**src/hdl/iwf3_pkg.sv**
```systemverilog
// shared types and constants for the 3x3 window filter
`timescale 1ns / 1ps
package iwf3_pkg;

  localparam int PIX_W      = 8;
  localparam int ROW_W      = 12;
  localparam int MODE_W     = 2;
  localparam int ROWS_W     = 13;
  localparam int COLS_W     = 11;
  localparam int CFG_IDX_W  = 2;
  localparam int CFG_DATA_W = 13;

  localparam logic [MODE_W-1:0] MODE_MEAN   = 2'd0;
  localparam logic [MODE_W-1:0] MODE_MEDIAN = 2'd1;
  localparam logic [MODE_W-1:0] MODE_SOBEL  = 2'd2;

  localparam logic [CFG_IDX_W-1:0] CFG_MODE = 2'd0;
  localparam logic [CFG_IDX_W-1:0] CFG_ROWS = 2'd1;
  localparam logic [CFG_IDX_W-1:0] CFG_COLS = 2'd2;

  localparam logic [MODE_W-1:0] MODE_RST = 2'd0;
  localparam logic [ROWS_W-1:0] ROWS_RST = 13'd3;
  localparam logic [COLS_W-1:0] COLS_RST = 11'd3;
  localparam logic [ROWS_W-1:0] ROWS_MIN = 13'd3;
  localparam logic [ROWS_W-1:0] ROWS_MAX = 13'd4096;
  localparam logic [12:0]       COLS_MIN = 13'd3;

  // sobel taps, window order
  localparam logic signed [2:0] GX_K [9] = '{-3'sd1, 3'sd0, 3'sd1, -3'sd2, 3'sd0, 3'sd2,
                                             -3'sd1, 3'sd0, 3'sd1};
  localparam logic signed [2:0] GY_K [9] = '{-3'sd1, -3'sd2, -3'sd1, 3'sd0, 3'sd0, 3'sd0,
                                             3'sd1, 3'sd2, 3'sd1};

  // floor(s / 9) == (s * 7282) >> 16 for any nine-pixel sum
  localparam logic [12:0] MEAN_RECIP = 13'd7282;
  localparam int          MEAN_SHIFT = 16;

  localparam logic [3:0] MED_RANK = 4'd4;
  localparam logic [3:0] MED_LAST = 4'd8;
  localparam logic [3:0] ROOT_TOP = 4'd8;

  typedef logic [8:0][PIX_W-1:0] win_t;

  typedef struct packed {
    logic emit_prev;
    logic emit_last_col;
    logic emit_self;
    logic interior;
    logic frame_end;
  } flags_t;

  typedef enum logic [2:0] {
    BK_IDLE,
    BK_PREP,
    BK_DIV,
    BK_MED,
    BK_SQ,
    BK_SQRT,
    BK_EMIT
  } bk_state_t;

endpackage

```
**src/hdl/iwf3_back.sv**
```systemverilog
// back end: filter arithmetic sequencer and result delivery
`timescale 1ns / 1ps
module iwf3_back #(
  parameter int COL_W = 10
) (
  input  logic                          clk,
  input  logic                          rst_n,
  input  logic [iwf3_pkg::MODE_W-1:0]   mode,
  input  logic                          q_empty,
  output logic                          q_pop,
  input  iwf3_pkg::win_t                e_win,
  input  iwf3_pkg::flags_t              e_flags,
  input  logic [iwf3_pkg::ROW_W-1:0]    e_row,
  input  logic [COL_W-1:0]              e_col,
  output logic                          empty,
  input  logic                          pop,
  output logic [iwf3_pkg::PIX_W-1:0]    pixel,
  output logic [iwf3_pkg::ROW_W-1:0]    row,
  output logic [COL_W-1:0]              col,
  output logic                          run_last,
  output logic                          frame_end
);

  localparam int RW = iwf3_pkg::ROW_W;
  localparam int PW = iwf3_pkg::PIX_W;

  iwf3_pkg::bk_state_t state_r, state_nxt;
  logic [2:0]          pend_r, pend_nxt;

  iwf3_pkg::win_t      win_r, win_nxt;
  iwf3_pkg::flags_t    fl_r, fl_nxt;
  logic [RW-1:0]       row_r, row_nxt;
  logic [COL_W-1:0]    col_r, col_nxt;
  logic [11:0]         sum_r, sum_nxt;
  logic signed [8:0]   gx_r, gx_nxt, gy_r, gy_nxt;
  logic [PW-1:0]       val_r, val_nxt;
  logic [3:0]          k_r, k_nxt;
  logic [16:0]         sq_r, sq_nxt;
  logic [8:0]          root_r, root_nxt;
  logic [3:0]          bit_r, bit_nxt;

  logic signed [10:0]  acc_x, acc_y, qx, qy;
  logic [24:0]         mprod;
  logic [PW-1:0]       cand;
  logic [3:0]          lt_cnt, le_cnt;
  logic signed [17:0]  px2, py2;
  logic [8:0]          trial;
  logic [17:0]         tsq;
  logic [2:0]          sel;

  always_comb begin
    sum_nxt = '0;
    acc_x   = '0;
    acc_y   = '0;
    for (int i = 0; i < 9; i++) begin
      sum_nxt = sum_nxt + 12'(win_r[i]);
      acc_x = acc_x + $signed({3'b000, win_r[i]}) * 11'(iwf3_pkg::GX_K[i]);
      acc_y = acc_y + $signed({3'b000, win_r[i]}) * 11'(iwf3_pkg::GY_K[i]);
    end
    // divide by four, rounding toward zero
    qx = acc_x[10] ? ((acc_x + 11'sd3) >>> 2) : (acc_x >>> 2);
    qy = acc_y[10] ? ((acc_y + 11'sd3) >>> 2) : (acc_y >>> 2);
  end

  assign mprod = sum_r * iwf3_pkg::MEAN_RECIP;

  // rank of the current median candidate
  always_comb begin
    cand   = win_r[k_r];
    lt_cnt = '0;
    le_cnt = '0;
    for (int j = 0; j < 9; j++) begin
      lt_cnt = lt_cnt + 4'(win_r[j] < cand);
      le_cnt = le_cnt + 4'(win_r[j] <= cand);
    end
  end

  assign px2   = gx_r * gx_r;
  assign py2   = gy_r * gy_r;
  assign trial = root_r | (9'd1 << bit_r);
  assign tsq   = trial * trial;

  assign sel = pend_r[0] ? 3'b001 : (pend_r[1] ? 3'b010 : 3'b100);

  always_comb begin
    state_nxt = state_r;
    pend_nxt  = pend_r;
    win_nxt   = win_r;
    fl_nxt    = fl_r;
    row_nxt   = row_r;
    col_nxt   = col_r;
    gx_nxt    = gx_r;
    gy_nxt    = gy_r;
    val_nxt   = val_r;
    k_nxt     = k_r;
    sq_nxt    = sq_r;
    root_nxt  = root_r;
    bit_nxt   = bit_r;
    q_pop     = 1'b0;
    case (state_r)
      iwf3_pkg::BK_IDLE: begin
        if (!q_empty) begin
          q_pop     = 1'b1;
          win_nxt   = e_win;
          fl_nxt    = e_flags;
          row_nxt   = e_row;
          col_nxt   = e_col;
          pend_nxt  = {e_flags.emit_self, e_flags.emit_last_col, e_flags.emit_prev};
          state_nxt = iwf3_pkg::BK_PREP;
        end
      end
      iwf3_pkg::BK_PREP: begin
        gx_nxt  = qx[8:0];
        gy_nxt  = qy[8:0];
        val_nxt = win_r[4];
        k_nxt   = '0;
        if (!fl_r.interior) begin
          state_nxt = iwf3_pkg::BK_EMIT;
        end else begin
          case (mode)
            iwf3_pkg::MODE_MEAN:   state_nxt = iwf3_pkg::BK_DIV;
            iwf3_pkg::MODE_MEDIAN: state_nxt = iwf3_pkg::BK_MED;
            iwf3_pkg::MODE_SOBEL:  state_nxt = iwf3_pkg::BK_SQ;
            default:               state_nxt = iwf3_pkg::BK_EMIT;
          endcase
        end
      end
      iwf3_pkg::BK_DIV: begin
        val_nxt   = mprod[iwf3_pkg::MEAN_SHIFT+PW-1:iwf3_pkg::MEAN_SHIFT];
        state_nxt = iwf3_pkg::BK_EMIT;
      end
      iwf3_pkg::BK_MED: begin
        if ((lt_cnt <= iwf3_pkg::MED_RANK && le_cnt > iwf3_pkg::MED_RANK)
            || k_r == iwf3_pkg::MED_LAST) begin
          val_nxt   = cand;
          state_nxt = iwf3_pkg::BK_EMIT;
        end else begin
          k_nxt = k_r + 1'b1;
        end
      end
      iwf3_pkg::BK_SQ: begin
        sq_nxt    = px2[16:0] + py2[16:0];
        root_nxt  = '0;
        bit_nxt   = iwf3_pkg::ROOT_TOP;
        state_nxt = iwf3_pkg::BK_SQRT;
      end
      iwf3_pkg::BK_SQRT: begin
        // one root bit per cycle, msb first
        if (tsq <= {1'b0, sq_r}) begin
          root_nxt = trial;
        end
        if (bit_r == '0) begin
          val_nxt   = root_nxt[8] ? {PW{1'b1}} : root_nxt[PW-1:0];
          state_nxt = iwf3_pkg::BK_EMIT;
        end else begin
          bit_nxt = bit_r - 1'b1;
        end
      end
      iwf3_pkg::BK_EMIT: begin
        if (pop) begin
          pend_nxt = pend_r & ~sel;
          if ((pend_r & ~sel) == 3'b000) begin
            state_nxt = iwf3_pkg::BK_IDLE;
          end
        end
      end
      default: state_nxt = iwf3_pkg::BK_IDLE;
    endcase
  end

  assign empty    = (state_r != iwf3_pkg::BK_EMIT);
  assign run_last = ((pend_r & ~sel) == 3'b000);

  always_comb begin
    case (sel)
      3'b001: begin
        pixel     = val_r;
        row       = row_r - 1'b1;
        col       = col_r - 1'b1;
        frame_end = 1'b0;
      end
      3'b010: begin
        pixel     = win_r[5];
        row       = row_r - 1'b1;
        col       = col_r;
        frame_end = 1'b0;
      end
      default: begin
        pixel     = win_r[8];
        row       = row_r;
        col       = col_r;
        frame_end = fl_r.frame_end;
      end
    endcase
  end

  always_ff @(posedge clk) begin
    if (!rst_n) begin
      state_r <= iwf3_pkg::BK_IDLE;
      pend_r  <= '0;
    end else begin
      state_r <= state_nxt;
      pend_r  <= pend_nxt;
    end
  end

  always_ff @(posedge clk) begin
    win_r  <= win_nxt;
    fl_r   <= fl_nxt;
    row_r  <= row_nxt;
    col_r  <= col_nxt;
    sum_r  <= sum_nxt;
    gx_r   <= gx_nxt;
    gy_r   <= gy_nxt;
    val_r  <= val_nxt;
    k_r    <= k_nxt;
    sq_r   <= sq_nxt;
    root_r <= root_nxt;
    bit_r  <= bit_nxt;
  end

endmodule
```
**config.mk**
```make
export PLATFORM = sky130hd
export DESIGN_NAME = iwf3_back
export DESIGN_NICKNAME = d
export VERILOG_FILES = /design/src/hdl/iwf3_pkg.sv /design/src/hdl/iwf3_back.sv
export SDC_FILE = /design/constraint.sdc
export NUM_CORES = 1
export LEC_CHECK = 0
export BUFFER_PORTS_ARGS = -buffer_cell sky130_fd_sc_hd__buf_4
export CAP_MARGIN = 20
export CORE_ASPECT_RATIO = 1.2
export CORE_UTILIZATION = 35
export DETAILED_ROUTE_END_ITERATION = 7
export SETUP_SLACK_MARGIN = 0.4
export SLEW_MARGIN = 30
export SYNTH_ARGS = -nofsm -noshare
export SYNTH_HDL_FRONTEND = slang
export SYNTH_SLANG_ARGS = --single-unit
```
**constraint.sdc**
```tcl
create_clock -name clk -period 20.5 [get_ports clk]
set_clock_uncertainty 0.2 [all_clocks]
set_input_delay 4.1 -clock clk [delete_from_list [all_inputs] [get_ports clk]]
set_output_delay 4.1 -clock clk [all_outputs]
set_load 0.01 [all_outputs]
```
# Word-level counts from Yosys, hierarchy flattened
# Cells that the tools add are included.
dict set report classes {
  n_addsub 46
  mul 4
  n_lt_le_gt_ge 22
  n_eq_ne 19
  n_shift 1
  n_mux 34
  bitwise_logic 4
  n_reduce_logical 17
}
# op count
set op_table {}
lappend op_table {{$le A8 B8 Y1} 9}
lappend op_table {{$lt A8 B8 Y1} 9}
lappend op_table {{$add A12 B8 Y12} 4}
lappend op_table {{$mux W8} 6}
lappend op_table {{$add A11 B11 Y11} 4}
lappend op_table {{$add A11 B9 Y11} 4}
lappend op_table {{$add A4 B1 Y4} 10}
lappend op_table {{$mul A9 B9 Y17} 2}
lappend op_table {{$neg A8 Y11} 3}
lappend op_table {{$bmux W8 S4} 1}
lappend op_table {{$pmux W8 S4} 1}
lappend op_table {{$mux W3} 10}
lappend op_table {{$mul A12 B12 Y23 const B} 1}
lappend op_table {{$add A11 B10 Y11} 2}
lappend op_table {{$add A11 B3 Y11 const B} 2}
lappend op_table {{$pmux W3 S7} 1}
lappend op_table {{$neg A8 Y10} 2}
lappend op_table {{$le A18 B17 Y1} 1}
lappend op_table {{$mul A9 B9 Y18} 1}
lappend op_table {{$mux W9} 2}
lappend op_table {{$pmux W9 S2} 1}
lappend op_table {{$add A17 B17 Y17} 1}
lappend op_table {{$pmux W4 S2} 2}
lappend op_table {{$pmux W8 S2} 1}
lappend op_table {{44 further kinds} 67}
dict set report totals {
  ff_bits 174
  in_bits 105
  output_inout_bits 34
  word_cells 172
}

# Logic depth before layout (Yosys ltp)
dict set report logic_depth {
  depth_word 16
  depth_mapped 33
  mapped_depth_nobuf 33
}

# Worst setup path after synthesis
# Ideal clock, no wire load.
dict set report synth_timing {
  path_kind {input-to-output}
  start {input q_empty}
  end {output q_pop}
  t_arrival_ps 13549
  t_required_ps 16200
  path_slack_ps 2651
  stages 1
  n_path_buf 0
  cell_sequence {nor4_1}
}
dict set report synth_between {
  elab_chain_cells 2
}
# item line_no
set synth_rtl {}
lappend synth_rtl {{start, declared} iwf3_back.sv:9} ;# input logic q_empty,
lappend synth_rtl {{$mux W1} iwf3_back.sv:102} ;# if (!q_empty) begin
lappend synth_rtl {{$mux W1} iwf3_back.sv:100} ;# case (state_r)
lappend synth_rtl {{end, declared} iwf3_back.sv:10} ;# output logic q_pop,
# No other way between the ends.

# Final worst setup path
# Same ends and word-level chain as after synthesis.

==> metrics <==
post-CTS sizing 0; CTS tree done; initial core utilization 35.6%; setup bufs post-CTS 0; grt ovf 0; post-synthesis cell type with the largest combined area fa_1; Crit Path Class input port to primary output; iteration count of the initial detailed-routing pass 5; Worst setup SP type input port; clk root buf clkbuf_16; GRT Total Usage 17.1%; Crit Reg-Reg Startpoint bit_r[0]$_SDFFCE_PN0P_; nets@finish 3,076; CTS max path bufs 2; Synth Instances 2,193; FILL cells roughly 6,200; Final Slew Violations 0; Std-Cell Rows 102; worst reg2reg endpoint val_r[7]$_DFFE_PP_; # diodes 0; P&R area growth vs syn 11.5%; Max stage delay cell, worst path buf_4; Place WS around 11 ns; placed inst area ~25,000 um2; register clock-pin slew on the reported worst setup and hold paths approximately 0.070 ns; class of the worst hold path register to register; number of global-route vias before repair 17,100; Worst Setup SP q_empty; total length of routed wires 54.6 mm; Hold Buf Count CTS 0; setup TNS 0 ns; final hold slack 0.383 ns; sequential cell area 5040 um2; drt wl/cell 17.2 um; Buffers on Ports 138; final cycle utilization of the critical path 44.4%; synth top area cells fa_1, edfxtp_1, ha_1; Worst Setup EP q_pop; via count 15,600; post-route setup slack 11.40 ns; Seq cells post-synth 174; area occupied by multi-input gates 16,100 um2; Via-to-Cell Ratio 4.91; mapped cell area 23,100 um2; setup slack, reg-to-reg 12.42 ns; drt initial violations 684; Synth Flop Type edfxtp_1; Post-synth EDFFs 156; critical path peak fanout 18; critical path required time 16.20 ns; core area 65,000 um2; Seq/Total Area, Yosys between 20% and 30%; final setup fails 0; ANT nets after route 0; RSZ-0062 raised after global routing no; Final GP Congestion 0.950; largest net degree at the start of global routing 83; FFs w/ async S/R, synth 0%; Final Hold Viols 0; hold path depth 2; CP endpoint kind primary output; Ys Warns 0; cts bufs inserted 17; CP Data Arrival Time 4.80 ns; first-pass GRT wire length 89.7 mm; # DRC 0; Die ar. between 60,000 and 70,000 um2; FMAX 110 MHz; Post-Syn Area per Cell 10.5 um2; share of layout cells above drive strength 1 a little under a tenth; cells along the critical path buf_4 > nor4_2 > buf_4 > buf_4; I/O pin count 139; Worst R2R Path Depth 27; peak per-stage delay on the critical path 0.29 ns; Slew headroom 43.9%; H-tree depth 4; Tmin final 9.10 ns; max-cap viol count 0; DPL Wire Length between 40 and 50 mm; syn nets 2,935; clock sinks approximately 170; Netlist cell types 80; die height roughly 280 um; initial antenna violation count 0; Least-Margin Pin Slew about 0.84 ns; top-area cell type share of the netlist area between 20 and 30%; Most Frequent Cell on Critical Path buf_4; Clock Latency Late Sink approximately 0.47 ns; Die Wd 237 um; fin area approximately 26,000 um2; status finished, final reports clean
==> cells in the mapped netlist, types with 19 or more instances <==
| master | count |
|---|---|
| nand2b_1 | 33 |
| a21oi_1 | 81 |
| nand2_1 | 111 |
| inv_1 | 490 |
| o21ai_0 | 46 |
| and2_1 | 46 |
| ha_1 | 312 |
| nand4_1 | 23 |
| nor3_1 | 19 |
| a21o_1 | 42 |
| clkbuf_1 | 22 |
| edfxtp_1 | 156 |
| nor2b_1 | 24 |
| xor2_1 | 45 |
| fa_1 | 325 |
| nor2_1 | 112 |
| xnor2_1 | 94 |
| mux2i_1 | 20 |
==> sequential cells by signal (all words and copies together), names as in the netlist <==
signal	cells
bit_r	4
col_r	10
fl_r	2
gx_r	9
gy_r	9
k_r	4
pend_r	3
root_r	9
row_r	12
sq_r	17
state_r	3
sum_r	12
val_r	8
win_r	72
==> cell usage in the layout, fill, tap and decap left out, types with 4 or more instances in the layout <==
master     count
ha_1         312
mux4_2        15
a21oi_1       76
and3_1         5
o22ai_1        7
dfxtp_1       18
or2_2          5
and2_1        46
edfxtp_1     156
buf_4        147
xor2_1        45
nor4_1         6
a21o_1        42
xnor2_1       94
o21bai_1      12
o31ai_1        4
nand4_1       23
o21ai_1        8
a21oi_2        6
o21a_1         9
o32a_1         4
nor3_1        19
mux2i_1       20
a31oi_1       10
nand2b_1      33
nand3_1        9
nor2b_1       24
fa_1         325
clkbuf_16     17
inv_1        490
o21ai_0       46
nand2_1      111
nor2_1       112
a211oi_1       9
==> worst min-delay path by stage <==
stage,startpoint,endpoint
2_1_floorplan,pend_r[2]$_SDFFE_PN0P_,pend_r[2]$_SDFFE_PN0P_
3_3_place_gp,pend_r[2]$_SDFFE_PN0P_,pend_r[2]$_SDFFE_PN0P_
3_5_place_dp,pend_r[2]$_SDFFE_PN0P_,pend_r[2]$_SDFFE_PN0P_
4_1_cts,pend_r[2]$_SDFFE_PN0P_,pend_r[2]$_SDFFE_PN0P_
5_1_grt,pend_r[2]$_SDFFE_PN0P_,pend_r[2]$_SDFFE_PN0P_
6_report,pend_r[2]$_SDFFE_PN0P_,pend_r[2]$_SDFFE_PN0P_
==> per-stage QoR <==
step                      std cells  utilization (%)
after floorplan                2193                -
after global placement         3147             38.7
after detailed placement       3147             38.8
after CTS                      3179             39.6
after global routing           3179             39.6
final                          3179             39.6
==> metal layers <==
metal	vias to the layer above	GRT usage (%)	wire length (um)
met1	7799	20.8	22500
met2	332	30.6	28500
met5	-	0	0
met3	89	1.95	1670
met4	0	6.75	2050
li1	7404	-	-
==> worst max-delay path: cells and delay by family <==
kind | cells | cell delay, ns
buf+inv | 3 | 0.58
simple gates | 1 | 0.12
==> logic make-up (layout without fill, tap and decap cells) <==
group | after synthesis | in the layout | share of synthesized area [%]
fa+ha+maj | 637 | 637 | 45.1
buf+inv | 517 | 671 | 8.42
xor+xnor | 143 | 143 | 5.58
flops | 174 | 174 | 21.8
compound gates | 266 | 266 | 7.43
simple gates | 418 | 418 | 9.12
mux | 38 | 38 | 2.54
==> layout make-up <==
cell class | instances | share of cell area, %
Clock buffer | 20 | 1.70
Clock inverter | 12 | 0.525
Inverter | 491 | 7.16
Multi-Input combinational cell | 1502 | 62.7
Sequential cell | 174 | 19.6
Tap cell | 832 | 4.04
Timing Repair Buffer | 148 | 4.33
Power is not shown: default switching activity piles up to over one toggle a cycle in this logic, so the estimate is an artifact.
