### config.mk
export PLATFORM = sky130hd
export DESIGN_NAME = iwf3_queue
export DESIGN_NICKNAME = d
export VERILOG_FILES = /design/src/hdl/iwf3_queue.sv
export SDC_FILE = /design/constraint.sdc
export NUM_CORES = 1
export LEC_CHECK = 0
export BUFFER_PORTS_ARGS = -buffer_cell sky130_fd_sc_hd__buf_2
export CAP_MARGIN = 40
export CORE_AREA = 2 2 44 46
export DETAILED_ROUTE_END_ITERATION = 16
export DIE_AREA = 0 0 46 48
export PLACE_DENSITY = 0.72
export SLEW_MARGIN = 25
export SYNTH_ARGS = -nofsm -noshare
export SYNTH_HDL_FRONTEND = slang
export SYNTH_SLANG_ARGS = --single-unit
### constraint.sdc
create_clock -name clk -period 1.41 [get_ports clk]
set_input_delay 0.2115 -clock clk [delete_from_list [all_inputs] [get_ports clk]]
set_output_delay 0.2115 -clock clk [all_outputs]
set_load 0.02 [all_outputs]
### src/hdl/iwf3_queue.sv
// small word queue between the front and the back
`timescale 1ns / 1ps
module iwf3_queue #(
  parameter int DW    = 8,
  parameter int DEPTH = 2
) (
  input  logic          clk,
  input  logic          rst_n,
  input  logic          wr,
  input  logic [DW-1:0] din,
  output logic          full,
  input  logic          rd,
  output logic [DW-1:0] dout,
  output logic          empty
);

  localparam int PW = $clog2(DEPTH);
  localparam int CNTW = $clog2(DEPTH + 1);

  logic [DW-1:0]   mem_r [DEPTH];
  logic [PW-1:0]   wr_ptr_r, rd_ptr_r;
  logic [CNTW-1:0] count_r;

  assign full  = (count_r == CNTW'(DEPTH));
  assign empty = (count_r == '0);
  assign dout  = mem_r[rd_ptr_r];

  always_ff @(posedge clk) begin
    if (wr) begin
      mem_r[wr_ptr_r] <= din;
    end
  end

  always_ff @(posedge clk) begin
    if (!rst_n) begin
      wr_ptr_r <= '0;
      rd_ptr_r <= '0;
      count_r  <= '0;
    end else begin
      if (wr) begin
        wr_ptr_r <= (wr_ptr_r == PW'(DEPTH - 1)) ? '0 : wr_ptr_r + 1'b1;
      end
      if (rd) begin
        rd_ptr_r <= (rd_ptr_r == PW'(DEPTH - 1)) ? '0 : rd_ptr_r + 1'b1;
      end
      if (wr && !rd) begin
        count_r <= count_r + 1'b1;
      end else if (rd && !wr) begin
        count_r <= count_r - 1'b1;
      end
    end
  end

`ifndef ASSERT_OFF
  a_no_overflow: assert property (@(posedge clk) disable iff (!rst_n)
    wr |-> (count_r < CNTW'(DEPTH) || rd))
    else $error("queue written while full");
  a_no_underflow: assert property (@(posedge clk) disable iff (!rst_n)
    rd |-> (count_r != '0))
    else $error("queue read while empty");
  a_count_up: assert property (@(posedge clk) disable iff (!rst_n)
    (wr && !rd) |=> (count_r == $past(count_r) + 1'b1))
    else $error("queue count lost a word");
`endif

endmodule

Yosys cells after proc, flatten, opt, wreduce, memory -nomap -nowiden

Memories as Yosys holds them, arrays and structs flattened. A register that Yosys moved wholly into a read port is not among the register bits.
Index checks and enable logic that the tools add are counted.
W data, S select, Z words.

Logic and storage cells: 23
Memories: 1
Register bits: 4
Bits in writable memories: 16

Memories:

| name  | depth | bits a word | rd ports | clocked after memory_dff | wr ports | RTL line | source |
|---|---|---|---|---|---|---|---|
| mem_r | 2     | 8           | 1        | 1                        | 1        | 20       | `logic [DW-1:0] mem_r [DEPTH];` |

Reductions and logical operators: 6
Equal/unequal tests: 1
Add/sub/neg operators: 4
Multiplexer cells: 8

Operators by type and width:

| operator              | count |
|---|---|
| $mux W1               | 6 |
| $mux W2               | 2 |
| $add A1 B1 Y1 const B | 2 |
| $add A2 B1 Y2 const B | 1 |
| $eq A2 B2 Y1 const B  | 1 |
| $logic_and A1 B1 Y1   | 2 |
| $logic_not A1 Y1      | 2 |
| $logic_not A2 Y1      | 1 |
| $reduce_bool A2 Y1    | 1 |
| $sub A2 B1 Y2 const B | 1 |

Depth between registers and ports, before layout

Gate-level depths: netlist of the first run.

Depth after elaboration: 4
Gate-level depth with buffers: 5

Worst setup path before layout of the first run

OpenSTA, ideal clock, no wires.

Path type: flip-flop to flip-flop
From: reg wr_ptr_r
To: mem mem_r[0][0] (enable)
Arrival: 730 ps
Path slack: 306 ps
Required time: 1035 ps
Period minus slack after synthesis: 1104 ps
Buffers on the path: 0
Library setup time: 375 ps
Stages on the path, launching flop included: 2
Cell sequence: dfxtp_1 -> nor2b_1

RTL lines:

| element                  | RTL line | source |
|---|---|---|
| start: declaration       | 21       | `logic [PW-1:0] wr_ptr_r, rd_ptr_r;` |
| start signal: assignment | 41       | `wr_ptr_r <= (wr_ptr_r == PW'(DEPTH - 1)) ? '0 : wr_ptr_r + 1'b1;` |
| end: declaration         | 20       |  |

Straight into the memory's write port.

==> flow_summary_export.csv, run 1 <==
group,metric,value,unit
sta,finalHoldViolations,0,
floorplanning,fp.dieH,48,microns
worst_setup_path,cp-end-kind,"primary output",
clock_tree,post-cts-setup-buffers,0,
placed_design,numPortBuffers,21,
layout,layout_common_cells,"edfxtp_1 (16), buf_2 (13), mux2_4 (8), buf_6 (8)",
drt,avgRoutedWirePerCell,12.8,microns
floorplanning,ioPinCount,22,
drt,first_pass_iters,4,
synth,ys_seq_area_frac,0.731,
global_route,grt_pass1_wl,1780,microns
layout,num-nets-final,86,
sta,post-route-period-util,0.998,
global_route,grt_max_degree,12,
sta,slew_violations,0,
sta,rsz0062_at_grt,"true",
sta,tightest_slew,0.352,ns
sta,timing.setup.tns,0,ns
layout,fin_cells,89,
sta,setup_viol,0,
clock_tree,clockBufferDepth,2,
power_and_ir_drop,power.leakage,0.430,nW
clock_tree,numCtsBuffers,3,
floorplanning,row_count,15,
synth,netlist_area,795,sq um
power_and_ir_drop,ir_drop,0.000716,V
floorplanning,start_util,0.470,
synth,synth_nets,60,
clock_tree,hold_buffers,0,
hold_path,hp-class,"in2reg",
synth,muxShareOfSynthArea,0.113,
sta,fin_crit,1.41,ns
layout,syn_to_final_growth,30.1,%
clock_tree,clk_latency,0.29,ns
clock_tree,clkTransAtPathRegs,0.11,ns
synth,synth-adder-area-share,0.0157,
synth,synth_xor_area_frac,0.0331,
layout,final_common_cell,"edfxtp_1",
clock_tree,htree_levels,1,
layout,fill_cells,144,
floorplanning,dieWidth,46,microns
placed_design,gp_congestion,0.625,
sta,slew_headroom,0.766,
sta,skew,0.000857,ns
clock_tree,cts_sinks,21,
synth,synth_compound_area_frac,0.0252,
synth,synth_area_leaders,"edfxtp_1 (60%), dfxtp_1 (13%), mux2_2 (11%)",
synth,synth-simple-area-share,0.0709,
synth,ys_types,16,
synth,synth_top_area_frac,0.605,
placed_design,dpl.cell_count,85,
drt,ant_nets,0,
power_and_ir_drop,powerDensity,1210,nW/um^2
clock_tree,cts_root_buf,"clkbuf_4",
synth,synth_top_cell_by_area,"edfxtp_1",
sta,fmax,710,MHz
global_route,antenna_found_initial,0,
drt,vias,454,
floorplanning,dieArea,2210,sq um
worst_setup_path,cp-start-kind,"register",
synth,synthCells,47,
layout,antenna_cells,0,
synth,avgSynthCellArea,16.9,sq um
synth,synth_top_family_by_area,"multiplexers",
drt,finalWirelength,1140,microns
outcome,status,"finished, final reports clean",
clock_tree,cts_tree,"yes",
drt,drc,0,
layout,drive_above_1_share,0.486,
clock_tree,cts-resized-gates,2,
synth,yosys_warnings,0,
worst_setup_path,worst_ep_required_time,1.20,ns
global_route,gr-total-overflow,0,
worst_setup_path,crit_fanout,8,
floorplanning,core_area,1690,sq um
global_route,first_global_vias,425,
worst_setup_path,crit_type,"reg2out",
run,drv_cap,0,
drt,drtIter0Drc,3,
global_route,grtUsageTotal,0.121,
drt,viasPerCell,5.10,
synth,ys_ff_latch,21,
worst_setup_path,crit_arrival,1.20,ns
==> worst paths after layout <==
kind | from | to | slack (ns) | depth (start not counted)
max | register | dout[3] | 0.002 | 2
min reg2reg | count_r[1] | count_r[1] | 0.52 | 2
min | din[0] | mem_r[0][0] | 0.1 | 1
max reg2reg | count_r[0] | count_r[1] | 0.37 | 3
==> routing by layer <==
layer | global-route usage | vias to the layer above | routed length (microns)
met2 | 0.219 | 16 | 578
met3 | 0.0415 | 4 | 59
met4 | 0.0686 | 0 | 25
met1 | 0.120 | 215 | 479
met5 | 0 | - | 0
li1 | - | 219 | -
==> cells by family after synthesis <==
family,Yosys count
AO/OA/AOI/OAI,3
XOR/XNOR,3
adder cells (fa/ha/maj),1
buffers and inverters,2
flip-flops,21
multiplexers,8
AND/OR/NAND/NOR,9
==> state kept, by name, indices dropped and copies added, names as in the netlist, named ones only <==
name,flops
count_r,2
mem_r,16
rd_ptr_r,1
wr_ptr_r,1
==> per-stage QoR <==
step | total power [mW] | instance area [sq um] | setup slack, ns | utilization | hold slack [ns]
after floorplan | 0.867 | 795 | 0.306 | - | 0.310
after global placement | 0.927 | 923 | 0.144 | 0.547 | 0.400
after CTS | 1.20 | 953 | -0.0284 | 0.564 | 0.0971
after detailed placement | 0.934 | 923 | 0.136 | 0.547 | 0.405
final | 1.25 | 1030 | 0.00236 | 0.612 | 0.0985
after global routing | 1.30 | 1030 | -0.0484 | 0.612 | 0.0825
==> synth_stat cells, drive strengths merged <==
master and n:
edfxtp 16, mux2 8, dfxtp 5, and2 4
nor2b 2, xor2 2, a21boi 1, and2b 1
buf 1, ha 1, inv 1, nor2 1
o21a 1, o21ai 1, or3 1, xnor2 1
==> power by group <==
part / switching (mW) / leakage (nW) / internal, mW / total (mW)
sequential: 0.0292 / 0.192 / 0.708 / 0.738
clock: 0.167 / 0.0150 / 0.110 / 0.278
combinational: 0.102 / 0.222 / 0.129 / 0.231
==> cell type report <==
cell class / instances / area [sq um] / share of cell area
timing repair buffer: 22 / 163 / 0.157
tap: 17 / 21.3 / 0.0206
inverter: 1 / 3.75 / 0.00363
clock buffer: 4 / 26.3 / 0.0254
multi-input combinational: 24 / 235 / 0.228
sequential: 21 / 584 / 0.565
==> critical path, cell delays in order (launching register included) <==
cell	delay (ns)
dfxtp_4	0.45
mux2_4	0.32
buf_6	0.13
Note: power is estimated with default switching activity, not from simulation.
==> run 2, diff against run 1 <==
--- a/config.mk
+++ b/config.mk
@@ -7,10 +7,13 @@
 export LEC_CHECK = 0
 export BUFFER_PORTS_ARGS = -buffer_cell sky130_fd_sc_hd__buf_2
 export CAP_MARGIN = 40
-export CORE_AREA = 2 2 44 46
+export CELL_PAD_IN_SITES_DETAIL_PLACEMENT = 2
+export CELL_PAD_IN_SITES_GLOBAL_PLACEMENT = 2
+export CORE_AREA = 2 2 52 54
 export DETAILED_ROUTE_END_ITERATION = 16
-export DIE_AREA = 0 0 46 48
-export PLACE_DENSITY = 0.72
+export DIE_AREA = 0 0 54 56
+export PLACE_DENSITY_LB_ADDON = 0.1
+export RECOVER_POWER = 50
 export SLEW_MARGIN = 25
 export SYNTH_ARGS = -nofsm -noshare
 export SYNTH_HDL_FRONTEND = slang
==> flow_summary_export.csv, run 2 (synthesis gave the netlist of run 1 again) <==
group,metric,value,unit
worst_setup_path,crit_type,"reg2out",
outcome,violations,"negative setup slack",
floorplanning,dieArea,3020,sq um
clock_tree,numCtsBuffers,3,
hold_path,hp-class,"in2reg",
floorplanning,row_count,18,
layout,antenna_cells,0,
worst_setup_path,worst_ep_required_time,1.20,ns
clock_tree,cts_tree,"yes",
global_route,first_global_vias,507,
drt,drtIter0Drc,9,
drt,ant_nets,0,
power_and_ir_drop,switching_share,0.248,
global_route,gr-total-overflow,0,
drt,finalWirelength,1450,microns
worst_setup_path,cp-end-kind,"primary output",
global_route,grtUsageTotal,0.110,
clock_tree,post-cts-setup-buffers,0,
drt,drc,0,
drt,viasPerCell,4.48,
sta,skew,0.00341,ns
global_route,antenna_found_initial,0,
power_and_ir_drop,power.leakage,0.417,nW
floorplanning,start_util,0.327,
clock_tree,cts_sinks,21,
worst_setup_path,cp-start-kind,"register",
clock_tree,htree_levels,1,
placed_design,placed_cell_area,940,sq um
sta,tightest_slew,0.399,ns
layout,largest_register,"mem_r",
global_route,grt_max_degree,12,
sta,finalHoldViolations,0,
worst_setup_path,crit_fanout,8,
clock_tree,cts_root_buf,"clkbuf_4",
worst_setup_path,worstPathCellList,"mux2_4 > buf_6",
layout,reg_top3,"mem_r x16, count_r x2",
floorplanning,dieWidth,54,microns
sta,timing.setup.tns,-0.0678,ns
power_and_ir_drop,p_sw,0.312,mW
sta,setup_ws,-0.0184,ns
floorplanning,fp.dieH,56,microns
layout,fill_cells,249,
sta,post-route-period-util,1.01,
run,drv_cap,0,
power_and_ir_drop,p_seq_frac,0.587,
layout,largest_register_ffs,16,
worst_setup_path,cp_slowest_stage_delay,0.46,ns
layout,fin_area,1040,sq um
worst_setup_path,crit_slowest_cell,"dfxtp_4",
sta,fin_crit,1.43,ns
clock_tree,hold_buffers,0,
sta,fmax,700,MHz
clock_tree,clkTransAtPathRegs,0.11,ns
layout,drive_above_1_share,0.431,
layout,final_common_cell,"edfxtp_1",
sta,setup_viol,8,
drt,avgRoutedWirePerCell,14.3,microns
power_and_ir_drop,p_int,0.946,mW
power_and_ir_drop,ir_drop,0.000560,V
drt,first_pass_iters,2,
floorplanning,ioPinCount,22,
placed_design,gp_congestion,0.653,
placed_design,dp_hpwl,1110,microns
clock_tree,clk_latency,0.30,ns
layout,num-nets-final,86,
sta,rsz0062_at_grt,"true",
clock_tree,clockBufferDepth,2,
floorplanning,core_area,2430,sq um
layout,layout_common_cells,"edfxtp_1 (16), buf_2 (9), mux2_4 (8), buf_6 (8), clkbuf_1 (5)",
sta,slew_violations,0,
outcome,status,"finished with violations",
placed_design,numPortBuffers,21,
global_route,grt_pass1_wl,2330,microns
power_and_ir_drop,powerDensity,1200,nW/um^2
power_and_ir_drop,comb_power_share,0.187,
drt,vias,457,
power_and_ir_drop,p_clk_frac,0.226,
worst_setup_path,crit_arrival,1.22,ns
layout,syn_to_final_growth,31.5,%
sta,slew_headroom,0.734,
[run 2: final cells by class]
| class | instances | area, sq um | area share |
|---|---|---|---|
| Sequential cell | 21 | 584 | 0.559 |
| Inverter | 1 | 3.75 | 0.00359 |
| Tap cell | 30 | 37.5 | 0.0359 |
| Clock buffer | 4 | 26.3 | 0.0251 |
| Timing Repair Buffer | 22 | 158 | 0.151 |
| Multi-Input combinational cell | 24 | 235 | 0.225 |
[run 2: critical path: cells and delay by family (launching register included)]
kind                   cells  cell delay (ns)
multiplexers               1             0.33
flip-flops                 1             0.46
buffers and inverters      1             0.13
[run 2: worst paths after layout]
path	from	to	depth (start not counted)	slack [ns]
max	register	dout[2]	2	-0.02
min	din[1]	mem_r[1][1]	1	0.1
max reg2reg	wr_ptr_r	mem_r[1][6]	1	0.35
min reg2reg	count_r[1]	count_r[1]	2	0.53
[run 2: repair_timing]
item,in CTS,in global routing
hold endpoints to repair,0,0
endpoints found under the setup margin,8,8
pin swaps,0,0
gates resized for setup,26,0
[run 2: per-stage QoR]
stage	cells	hold slack, ns	setup WS, ns	util	power (mW)
2_1_floorplan	47	0.310	0.306	-	0.867
3_3_place_gp	98	0.400	0.123	0.386	0.935
3_5_place_dp	98	0.407	0.0769	0.386	0.943
4_1_cts	102	0.0858	-0.0487	0.432	1.28
5_1_grt	102	0.0809	-0.0721	0.430	1.32
6_report	102	0.0991	-0.0184	0.430	1.26
[run 2: layer usage]
layer,share of wire,track usage,vias up
li1,-,-,218
met1,0.41,0.124,225
met2,0.53,0.183,12
met3,0.045,0.0242,2
met4,0.0089,0.0643,0
met5,0,0,-
[run 2: power groups by stage]
stage | clock (mW) | sequential [mW] | combinational (mW)
CTS | 0.294 | 0.742 | 0.240
global route | 0.321 | 0.746 | 0.257
global placement | 0 | 0.747 | 0.188
detailed placement | 0 | 0.750 | 0.193
finish | 0.285 | 0.739 | 0.235
floorplan | 0 | 0.734 | 0.133
==> run 3, diff against run 2 <==
==> constraint.sdc (replaced) <==
create_clock -name clk -period 1.41 [get_ports clk]
set_input_delay 0.2115 -clock clk [delete_from_list [all_inputs] [get_ports clk]]
set_output_delay 0.2115 -clock clk [all_outputs]
set_load 0.05 [all_outputs]
==> flow_summary_export.csv, run 3 (synthesis gave the netlist of run 1 again) <==
group,metric,value,unit
outcome,status,"finished with violations",
outcome,violations,"negative setup slack",
clock_tree,htree_levels,1,
sta,tightest_slew,0.398,ns
sta,slew_violations,0,
clock_tree,clkTransAtPathRegs,0.11,ns
sta,slew_headroom,0.734,
floorplanning,dieWidth,54,microns
floorplanning,dieArea,3020,sq um
global_route,grt_pass1_wl,2330,microns
floorplanning,fp.dieH,56,microns
floorplanning,start_util,0.327,
clock_tree,cts_tree,"yes",
sta,post-route-period-util,1.04,
drt,ant_nets,0,
layout,antenna_cells,0,
layout,num-nets-final,87,
global_route,grtUsageTotal,0.111,
sta,fin_crit,1.46,ns
hold_path,hold_path.startpoint,"din[2]",
global_route,grt_max_degree,12,
hold_path,whs_path_depth,1,
clock_tree,cts_sinks,21,
layout,fin_cells,103,
drt,avgRoutedWirePerCell,14.5,microns
floorplanning,row_count,18,
worst_setup_path,crit_arrival,1.25,ns
sta,timing.setup.tns,-0.396,ns
clock_tree,post-cts-setup-buffers,0,
worst_setup_path,worst_ep_required_time,1.20,ns
drt,vias,458,
layout,final_common_cell,"edfxtp_1",
sta,rsz0062_at_grt,"true",
global_route,gr-total-overflow,0,
drt,viasPerCell,4.45,
sta,finalHoldViolations,0,
layout,fin_util,0.448,
clock_tree,clockBufferDepth,2,
worst_setup_path,r2r-start,"wr_ptr_r",
sta,hold_slack,0.0955,ns
sta,skew,0.00587,ns
global_route,antenna_found_initial,0,
power_and_ir_drop,ir_drop,0.000636,V
layout,largest_register,"mem_r",
sta,setup_ws,-0.0534,ns
clock_tree,cts_root_buf,"clkbuf_4",
worst_setup_path,reg2regPathDepth,1,
worst_setup_path,crit_type,"reg2out",
placed_design,gp_congestion,0.590,
floorplanning,ioPinCount,22,
worst_setup_path,cp-end-kind,"primary output",
drt,drc,0,
clock_tree,numCtsBuffers,3,
power_and_ir_drop,totalPowerFinal,1.37,mW
placed_design,numPortBuffers,21,
layout,drive_above_1_share,0.411,
worst_setup_path,cp-start-kind,"register",
hold_path,hp-class,"in2reg",
placed_design,dpl.cell_count,99,
layout,largest_register_ffs,16,
global_route,first_global_vias,488,
clock_tree,clk_latency,0.29,ns
drt,first_pass_iters,2,
power_and_ir_drop,powerDensity,1260,nW/um^2
run,drv_cap,0,
sta,fmax,683,MHz
layout,syn_to_final_growth,37.2,%
floorplanning,core_area,2430,sq um
sta,setup_viol,8,
power_and_ir_drop,power.leakage,0.429,nW
layout,layout_common_cells,"edfxtp_1 (16), mux2_4 (8), clkbuf_1 (8), buf_8 (8), buf_2 (6)",
drt,finalWirelength,1490,microns
drt,drtIter0Drc,2,
placed_design,dp_hpwl,1090,microns
layout,reg_top3,"mem_r x16, count_r x2",
worst_setup_path,crit_fanout,8,
[run 3: metal layers]
layer  vias to the layer above  routed length [microns]  track usage
li1                        222                        -            -
met4                         0                       23       0.0536
met1                       222                      616        0.115
met3                         2                       59       0.0323
met5                         -                        0            0
met2                        12                      794        0.197
[run 3: final cells by class]
type                    count  area, sq um
well taps                  30         37.5
multi-input cells          24          235
fillers                   250         1340
repair buffers             23          204
flip-flops and latches     21          583
clock buffers               4         26.3
inverters                   1         3.75
[run 3: what timing repair did]
action | 4_1_cts | 5_1_grt
setup endpoints to repair | 8 | 9
resized for setup | 33 | 1
hold buffers | 0 | 0
cloned | 0 | 0
[run 3: metrics by stage]
| step | setup slack [ns] | area, sq um |
|---|---|---|
| after floorplan | 0.207 | 795 |
| after CTS | -0.0777 | 1100 |
| after detailed placement | 0.146 | 960 |
| final | -0.0534 | 1090 |
| after global routing | -0.114 | 1090 |
| after global placement | 0.179 | 960 |
[run 3: final timing paths]
| path | end | slack, ns |
|---|---|---|
| worst max-delay path | dout[2] | -0.05 |
| worst min-delay path | mem_r[1][2] | 0.1 |
| worst max register to register | mem_r[1][3] | 0.35 |
| worst min register to register | count_r[1] | 0.51 |
[run 3: power breakdown]
part	leakage (nW)	internal (mW)	switching, mW
sequential	0.192	0.710	0.0209
combinational	0.221	0.157	0.203
clock	0.0150	0.110	0.168
total	0.429	0.976	0.392
[run 3: critical path, stage by stage, from the launching register on]
cell	delay, ns
dfxtp_2	0.36
buf_12	0.14
mux2_4	0.31
buf_8	0.15
